File: config.mk
export PLATFORM = sky130hd
export DESIGN_NAME = dlk_vertex_cell
export DESIGN_NICKNAME = d
export VERILOG_FILES = /design/src/rtl/dlk_pkg.sv /design/src/rtl/dlk_vertex_cell.sv
export SDC_FILE = /design/constraint.sdc
export NUM_CORES = 1
export LEC_CHECK = 0
export BUFFER_PORTS_ARGS = -buffer_cell sky130_fd_sc_hd__clkbuf_2
export CORE_UTILIZATION = 50
export CTS_BUF_LIST = sky130_fd_sc_hd__clkbuf_8
export DETAILED_ROUTE_END_ITERATION = 10
export PLACE_DENSITY = 0.87
export SETUP_SLACK_MARGIN = 0.02
export SKIP_LAST_GASP = 1
export SLEW_MARGIN = 15
export SYNTH_ARGS = -nofsm -noshare
export SYNTH_HDL_FRONTEND = slang
export SYNTH_SLANG_ARGS = --single-unit
File: constraint.sdc
create_clock -name clk -period 3.5 [get_ports clk]
set_input_delay 0.7 -clock clk [delete_from_list [all_inputs] [get_ports clk]]
set_output_delay 0.7 -clock clk [all_outputs]
set_load 0.02 [all_outputs]
File: src/rtl/dlk_pkg.sv
// shared types and constants for the degree-limited kruskal tree block
`default_nettype none
package dlk_pkg;
	localparam int unsigned MAX_VERTICES = 64;
	localparam int unsigned MAX_EDGES_DEF = 256;
	localparam int unsigned WEIGHT_BITS = 16;
	localparam int unsigned VW = 6;
	localparam int unsigned NW = 7;
	localparam int unsigned DW = 6;
	localparam int unsigned SUM_W = 22;
	localparam int unsigned IN_TDATA_W = 32;
	localparam int unsigned OUT_TDATA_W = 24;
	localparam int unsigned CFG_W = 7;

	localparam logic REG_VERTEX_COUNT = 1'b0;
	localparam logic REG_MAX_DEGREE = 1'b1;

	localparam logic [NW-1:0] VC_RESET = 7'd64;
	localparam logic [DW-1:0] MD_RESET = 6'd2;

	typedef struct packed {
		logic signed [WEIGHT_BITS-1:0] w;
		logic [VW-1:0] b;
		logic [VW-1:0] a;
	} dlk_edge_t;

	typedef struct packed {
		logic load;
		logic shift;
	} dlk_ectl_t;

	typedef struct packed {
		logic init;
		logic join_en;
		logic [VW-1:0] a;
		logic [VW-1:0] b;
		logic [VW-1:0] la;
		logic [VW-1:0] lb;
	} dlk_vctl_t;
endpackage
`default_nettype wire

File: src/rtl/dlk_vertex_cell.sv
// per-vertex component label, tree degree and touched flag
`default_nettype none
module dlk_vertex_cell import dlk_pkg::*; #(
	parameter int unsigned IDX = 0
) (
	input  wire logic      clk,
	input  wire logic      arst_n,
	input  wire dlk_vctl_t ctl,
	output logic [VW-1:0]  label_q,
	output logic [DW-1:0]  deg_q,
	output logic           touched_q
);
	logic is_end;

	assign is_end = (ctl.a == VW'(IDX)) || (ctl.b == VW'(IDX));

	always_ff @(posedge clk or negedge arst_n) begin
		if (!arst_n) begin
			label_q <= VW'(IDX);
			deg_q <= '0;
			touched_q <= 1'b0;
		end else if (ctl.init) begin
			label_q <= VW'(IDX);
			deg_q <= '0;
			touched_q <= 1'b0;
		end else if (ctl.join_en) begin
			// merging relabels the whole component of end b
			if (label_q == ctl.lb) begin
				label_q <= ctl.la;
			end
			if (is_end) begin
				deg_q <= deg_q + DW'(1);
				touched_q <= 1'b1;
			end
		end
	end
endmodule
`default_nettype wire

==> results.md <==
- Post-route DRC violation count: 0
- IO Port Bufs: 40
- # IOs: 41
- Final setup vio count: 0
- Vias in the first global route: 676
- Largest net degree at the start of global routing: 22
- CP Data Arrival Time: 1.94 ns
- Clk slew on worst S/H paths: 0.06 ns
- Total CTS buffers: 3
- Gpl congestion: 0.750
- Post-Route Skew: 0.00211 ns
- Vias: 724
- Synthesized cell area: 800 um2
- Fin crit period: 1.82 ns
- Syn Nets: 104
- Pwr dens: 302 mW/mm2
- R2R cell count: 4
- Setup CP Type: primary input to flop
- Drt initial violations: 15
- Syn_area_per_cell: 10.7 um2
- Area Overhead vs Synth: 32.2%
- Post-Route M1 WL: 739 um
- Global-route usage over all layers: 23.0%
- Max cap viols: 0
- Clk sink count: 13
- Fmax achieved: 550 MHz
- Worst-Skew Late Latency: 0.24 ns
- CP Launch Type: primary input
- Antenna Nets Post-Route: 0
- Met2 wire length: 976 um
- WP data required: 3.62 ns
- HP Class: primary input to asynchronous set/reset pin
- Yosys Warn Count: 0
- Unrepaired setup endpoints after global routing: no
- Max Used Layer: met4
- Clk buf depth: 2
- DP HPWL: 1410 um
- Seq cells post-synth: 13
- Core area: 0.00151 mm2
- Vias per cell: 5.44
- Layout cells sized above 1: 43.6%
- H-tree depth: 1
- Die Y: 42.0 um
- CTS root buf: clkbuf_8
- Post-Syn Instances: 75
- Ant. Diodes: 0
- Rows: 14
- Relative slew slack: 62.7%
- TritonCTS clock tree: built
- Netlist cell types: 25
- Global route overflow: 0
- Initial Utilization: 53.1%
- Metal3 WL: 104 um
- Final WL: 1870 um
- Final #Nets: 147
- Drt first pass iters: 4
- Status: completed
- Worst IR Drop VDD: 0.285 mV
- Period utilisation layout: 52.0%
- Initial antenna violation count: 0
- Post-CTS setup buffers: 0
- P_leak: 0.494 nW
- Pre-CTS WS: 1.43 ns
- Slew Limit Fails: 0
- Largest fanout on the critical path: 3
- Final count of hold timing violations: 0
- DR WL/cell: 14.0 um
- Die width: 42.0 um
- Post-synthesis sequential area ratio: 40.7%
- Post-route setup TNS: 0 ns
- Die ar.: 0.00176 mm2
- Worst setup margin: 1.68 ns
- Critical path capture point type: flop
- Cts repair resizes: 0
- CTS Hold Bufs: 0
- Actual slew at the worst max-slew pin: 0.556 ns
- First-pass GRT wire length: 2970 um
-- cells by family after synthesis --
group                      count (synthesis)  synth area share [%]
xor gates and xnor gates                   6                  6.57
adders and majority gates                  1                  1.56
DFF                                       13                  40.7
muxes                                      8                  10.2
and+or+nand+nor                           32                  29.7
AOI/OAI and AO/OA                         11                  9.39
buffers and inverters                      4                  1.88
-- per-stage QoR --
step           util (%)  hold WS, ns  area [um2]  instances  power [mW]
2_1_floorplan         -        0.404         800         75       0.169
3_3_place_gp       67.2        0.518        1010        129       0.191
3_5_place_dp       67.2        0.512        1010        129       0.193
4_1_cts            70.2        0.357        1060        133       0.321
5_1_grt            70.2        0.375        1060        133       0.332
6_report           70.2        0.352        1060        133       0.319
-- state kept, by name (all words and copies together), names as in the netlist --
name,count
label_q,6
touched_q,1
deg_q,6
-- cells in the mapped netlist (all sizes together) --
master | count | area [um2]
dfrtp | 13 | 325
mux2 | 1 | 11.3
a21oi | 4 | 20.0
or3 | 2 | 12.5
nand3 | 1 | 5.00
nand4 | 1 | 6.26
o21ai | 2 | 10.0
o21ba | 1 | 10.0
a22oi | 2 | 20.0
ha | 1 | 12.5
mux2i | 7 | 70.1
nand2 | 2 | 7.51
nand2b | 14 | 87.6
nor4 | 3 | 55.1
and4bb | 2 | 25.0
clkbuf | 2 | 7.51
o31ai | 2 | 15.0
nor2 | 3 | 11.3
xnor2 | 3 | 26.3
xor2 | 3 | 26.3
or4 | 2 | 15.0
inv | 2 | 7.51
nor2b | 2 | 12.5
-- metal layers --
| metal | up-vias | track usage (%) |
|---|---|---|
| li1 | 355 | - |
| met1 | 332 | 27.2 |
| met2 | 31 | 40.3 |
| met3 | 6 | 4.31 |
| met4 | 0 | 10.3 |
| met5 | - | 0 |
-- report_power, final --
group / internal [mW] / switching [mW] / total, mW
combinational: 0.0195 / 0.0190 / 0.0384
sequential: 0.151 / 0.000660 / 0.152
clock: 0.0773 / 0.0517 / 0.129
-- area by class of cell --
type / instances / area [um2]
timing repair buffer: 40 / 200
inverter: 2 / 7.51
tap: 16 / 20.0
clock buffer: 3 / 41.3
multi-input combinational: 58 / 459
sequential: 13 / 325
fill: 121 / 449
clock inverter: 1 / 3.75
-- final timing paths --
path	slack [ns]	startpoint	to
setup / recovery	1.68	ctl[19]	deg_q[0]
hold / removal	0.35	arst_n	deg_q[0]
setup reg to reg	1.90	label_q[0]	label_q[1]
hold reg to reg	0.52	touched_q	touched_q
max in group asynchronous	2.90	arst_n	deg_q[5]
min in group clk	0.52	touched_q	touched_q
-- worst max-delay path, stage by stage --
cell and delay, ns:
clkbuf_2 0.09, nor4_2 0.33, a22oi_1 0.15, nor2b_1 0.30, mux2_2 0.38
-- cell usage in the layout (no fill, tap or decap), drive strengths merged --
cell type and instances:
or4 2, or3 2, a22oi 2, dfrtp 13, nand2b 14, mux2i 7, inv 3, mux2 1
nor4 3, nand4 1, ha 1, o21ai 2, nand2 2, nand3 1, and4bb 2, clkbuf 43
a21oi 4, nor2b 2, xor2 3, o21ba 1, nor2 3, xnor2 3, o31ai 2
(Power assumes the default switching activity.)
