===== src/rtl/dlk_pkg.sv =====
// shared types and constants for the degree-limited kruskal tree block
`default_nettype none
package dlk_pkg;
	localparam int unsigned MAX_VERTICES = 64;
	localparam int unsigned MAX_EDGES_DEF = 256;
	localparam int unsigned WEIGHT_BITS = 16;
	localparam int unsigned VW = 6;
	localparam int unsigned NW = 7;
	localparam int unsigned DW = 6;
	localparam int unsigned SUM_W = 22;
	localparam int unsigned IN_TDATA_W = 32;
	localparam int unsigned OUT_TDATA_W = 24;
	localparam int unsigned CFG_W = 7;

	localparam logic REG_VERTEX_COUNT = 1'b0;
	localparam logic REG_MAX_DEGREE = 1'b1;

	localparam logic [NW-1:0] VC_RESET = 7'd64;
	localparam logic [DW-1:0] MD_RESET = 6'd2;

	typedef struct packed {
		logic signed [WEIGHT_BITS-1:0] w;
		logic [VW-1:0] b;
		logic [VW-1:0] a;
	} dlk_edge_t;

	typedef struct packed {
		logic load;
		logic shift;
	} dlk_ectl_t;

	typedef struct packed {
		logic init;
		logic join_en;
		logic [VW-1:0] a;
		logic [VW-1:0] b;
		logic [VW-1:0] la;
		logic [VW-1:0] lb;
	} dlk_vctl_t;
endpackage
`default_nettype wire


===== src/rtl/dlk_edge_cell.sv =====
// one slot of the sorted edge chain: insert in order while loading, shift out during the pass
`default_nettype none
module dlk_edge_cell import dlk_pkg::*; #(
	parameter int unsigned IDX = 0,
	parameter int unsigned CW = 9
) (
	input  wire logic      clk,
	input  wire dlk_ectl_t ctl,
	input  wire logic [CW-1:0] count,
	input  wire dlk_edge_t new_e,
	input  wire dlk_edge_t left_e,
	input  wire logic      left_gt,
	input  wire dlk_edge_t right_e,
	output dlk_edge_t      edge_q,
	output logic           gt
);
	logic occ;
	logic at_end;

	assign occ = CW'(IDX) < count;
	assign at_end = CW'(IDX) == count;
	// strict compare keeps equal weights in arrival order
	assign gt = occ && ($signed(edge_q.w) > $signed(new_e.w));

	always_ff @(posedge clk) begin
		if (ctl.load && (gt || at_end)) begin
			edge_q <= left_gt ? left_e : new_e;
		end else if (ctl.shift) begin
			edge_q <= right_e;
		end
	end
endmodule
`default_nettype wire


===== config.mk =====
export PLATFORM = sky130hd
export DESIGN_NAME = dlk_edge_cell
export DESIGN_NICKNAME = d
export VERILOG_FILES = /design/src/rtl/dlk_pkg.sv /design/src/rtl/dlk_edge_cell.sv
export SDC_FILE = /design/constraint.sdc
export NUM_CORES = 1
export LEC_CHECK = 0
export BUFFER_PORTS_ARGS = -buffer_cell sky130_fd_sc_hd__buf_2
export CORE_AREA = 2 2 82 84
export DETAILED_ROUTE_END_ITERATION = 7
export DIE_AREA = 0 0 84 86
export HOLD_SLACK_MARGIN = 0.03
export PLACE_DENSITY = 0.73
export SLEW_MARGIN = 20
export SYNTH_ARGS = -nofsm -noshare
export SYNTH_HDL_FRONTEND = slang
export SYNTH_SLANG_ARGS = --single-unit

===== constraint.sdc =====
create_clock -name clk -period 3.6 [get_ports clk]
set_input_delay 0.72 -clock clk [delete_from_list [all_inputs] [get_ports clk]]
set_output_delay 0.72 -clock clk [all_outputs]
set_load 0.05 [all_outputs]

==> impl_metrics.tcl <==
set metrics [dict create \
    combPwrFrac_pct 57.8 \
    core_area_sq_mm 0.006277 \
    gp_congestion 0.7917 \
    crit_start "new_e[27]" \
    antenna_found_initial 0 \
    clk_pin_slew_ns 0.10 \
    port_buffers 125 \
    synthCells 300 \
    clockBufferDepth 2 \
    worstMarginPinSlew_ns 0.8492 \
    async_flop_share_pct 0 \
    drt_iter0_drc 135 \
    synth.avg_cell_area_sq_um 8.792 \
    cts_htree_levels 1 \
    ir_drop_mv 0.2728 \
    power_density_mw_per_mm2 494.0 \
    drc 0 \
    drtAntennaViolNets 0 \
    fmax_ghz 0.2995 \
    final_cells 488 \
    hold_path.class "primary input to flop" \
    cts_buffers 3 \
    clkLatencyLatePin_ns 0.27 \
    nets 525 \
    die_area_sq_mm 0.007224 \
    firstDrtPassIters 4 \
    critPathKind "primary input to primary output" \
    cts_tree "yes" \
    leakage_nw 1.543 \
    cap_violations 0 \
    fin_worst_skew_ns 0.001583 \
    reg2reg_from "edge_q[27]" \
    grt.total_usage_pct 21.10 \
    power_frac_clock_pct 10.7 \
    design_area_sq_mm 0.003358 \
    timing.final.hold_violations 0 \
    crit_arrival_ns 2.62 \
    worst-path-max-fanout 5 \
    postCtsSetupBuffers 0 \
    vias 2776 \
    hold_start "right_e[4]" \
    cts_root_buf "clkbuf_8" \
    largest_register_ff_count 28 \
    placed_area_sq_mm 0.003313 \
    min_period_over_period_pct 92.75 \
    grt_pass1_wl_mm 12.51 \
    die_x_microns 84 \
    placement_rows 29 \
    grt_setup_unrepaired "no" \
    drive_gt1_share_pct 38.20 \
    grt_start_max_net_pins 48 \
    grt_pass1_vias 2672 \
    placed_cells 484 \
    ctsHoldBuffers 0 \
    endpoint_kind "primary output" \
    antenna_cells 0 \
    outcome "complete, no violations" \
    netSwitchingFraction_pct 49.42 \
    finalSetupTns_ns 0 \
    fillers 611 \
    synth_edf_count 28 \
    top_level_ports 126 \
    clkSinkCount 28 \
    initial_core_util_pct 42.02 \
    synth_cell_types 31 \
    area_growth_pct 27.32 \
    vias_per_cell 5.689 \
    die_y_microns 86 \
    synth_ff_type "edfxtp_1" \
    slew_violations 0 \
    p_int_w 0.0008392 \
    grt_overflow 0 \
    setup_violations 0 \
    place_hpwl_mm 5.712 \
    ys_warn_count 0 \
    routed_wl_mm 7.636 \
    wire_per_inst_microns 15.65 \
    crit_path_start_kind "primary input" \
    cp.required_ns 2.88 \
    power_w 0.001659 \
    top_regs "edge_q: 28 flops" \
    relSlewSlack_pct 43.39 \
    sequentialPowerShare_pct 31.5 \
    synth_nets 413 \
    regMostFlops "edge_q" \
    ctsResizeCount 0 \
    yosysSeqAreaShare_pct 31.88 \
    netlist_area_sq_mm 0.002638 \
    ys_seq_elements 28 \
    period_minus_slack_ns 3.339 \
    switchingPower_w 0.0008198 \
]
-- power by group through the flow --
stage               clock network [W]  logic (W)  registers [W]
floorplan                           0   0.000424       0.000828
global placement                    0   0.000949       0.000528
detailed placement                  0   0.000963       0.000531
CTS                          0.000184   0.000965       0.000524
global route                 0.000195    0.00103       0.000533
finish                       0.000177   0.000959       0.000522
-- final timing paths --
| check | to | slack, ns | cells past startpoint |
|---|---|---|---|
| setup reg to reg | edge_q[8] | 0.83 | 8 |
| hold / removal | edge_q[4] | 0.78 | 3 |
| hold reg to reg | edge_q[23] | 1.35 | 5 |
| setup / recovery | gt | 0.26 | 10 |
-- logic make-up (layout without fill, tap and decap cells) --
kind of cell | Yosys count | count (layout) | synth area share, %
flops | 28 | 28 | 31.88
compound gates | 97 | 97 | 23.77
fa+ha+maj | 16 | 16 | 7.590
simple gates | 84 | 84 | 17.46
mux | 28 | 28 | 10.63
buf+inv | 47 | 158 | 8.681
-- Yosys cell counts, types with 2 or more instances --
cell type / number / share of area [%]
nand3_1: 58 / 11
nor3_1: 2 / 0.38
nand2_1: 9 / 1.3
ha_1: 16 / 7.6
o31ai_2: 8 / 3.8
clkbuf_1: 17 / 2.4
o31ai_1: 20 / 5.7
edfxtp_1: 28 / 32
mux2i_1: 28 / 11
buf_2: 6 / 1.1
a21oi_1: 63 / 12
nor2_1: 6 / 0.85
buf_8: 2 / 1.1
inv_1: 18 / 2.6
buf_6: 3 / 1.3
-- metrics by stage --
step	hold WS [ns]	util, %	setup WS, ns
floorplan	0.9703	-	0.1690
global placement	1.062	52.78	0.2985
detailed placement	1.067	52.78	0.2655
CTS	0.7771	53.50	0.2564
global route	0.7910	53.50	0.1094
finish	0.7831	53.50	0.2610
-- metal layers --
metal | up-vias | GRT usage [%] | wire length [microns]
met2 | 125 | 37.89 | 3833
met1 | 1288 | 27.05 | 3184
li1 | 1357 | - | -
met5 | - | 0 | 0
met4 | 0 | 3.959 | 59
met3 | 6 | 3.465 | 558
-- layout make-up --
| cell class | instances | area, sq um | area share [%] |
|---|---|---|---|
| inverter | 18 | 67.56 | 2.012 |
| sequential | 28 | 840.8 | 25.04 |
| multi-input combinational | 225 | 1588 | 47.28 |
| clock inverter | 1 | 3.754 | 0.1118 |
| timing repair buffer | 136 | 720.7 | 21.46 |
| tap | 77 | 96.34 | 2.869 |
| clock buffer | 3 | 41.29 | 1.230 |
-- worst max-delay path: stages --
cell     delay (ns)
buf_2          0.09
inv_1          0.04
ha_1           0.42
nand4_4        0.17
nor4_4         0.33
o21ai_2        0.15
nand3_1        0.16
nand3_1        0.16
nor2_1         0.11
buf_2          0.27
-- layout by cell type, fill, tap and decap left out, drive strengths merged, types with 6 or more instances in the layout --
master	n
ha	16
nor2	6
inv	18
nand2	9
o31ai	28
edfxtp	28
buf	136
nand3	58
a21oi	63
mux2i	28
(Power assumes the default switching activity.)
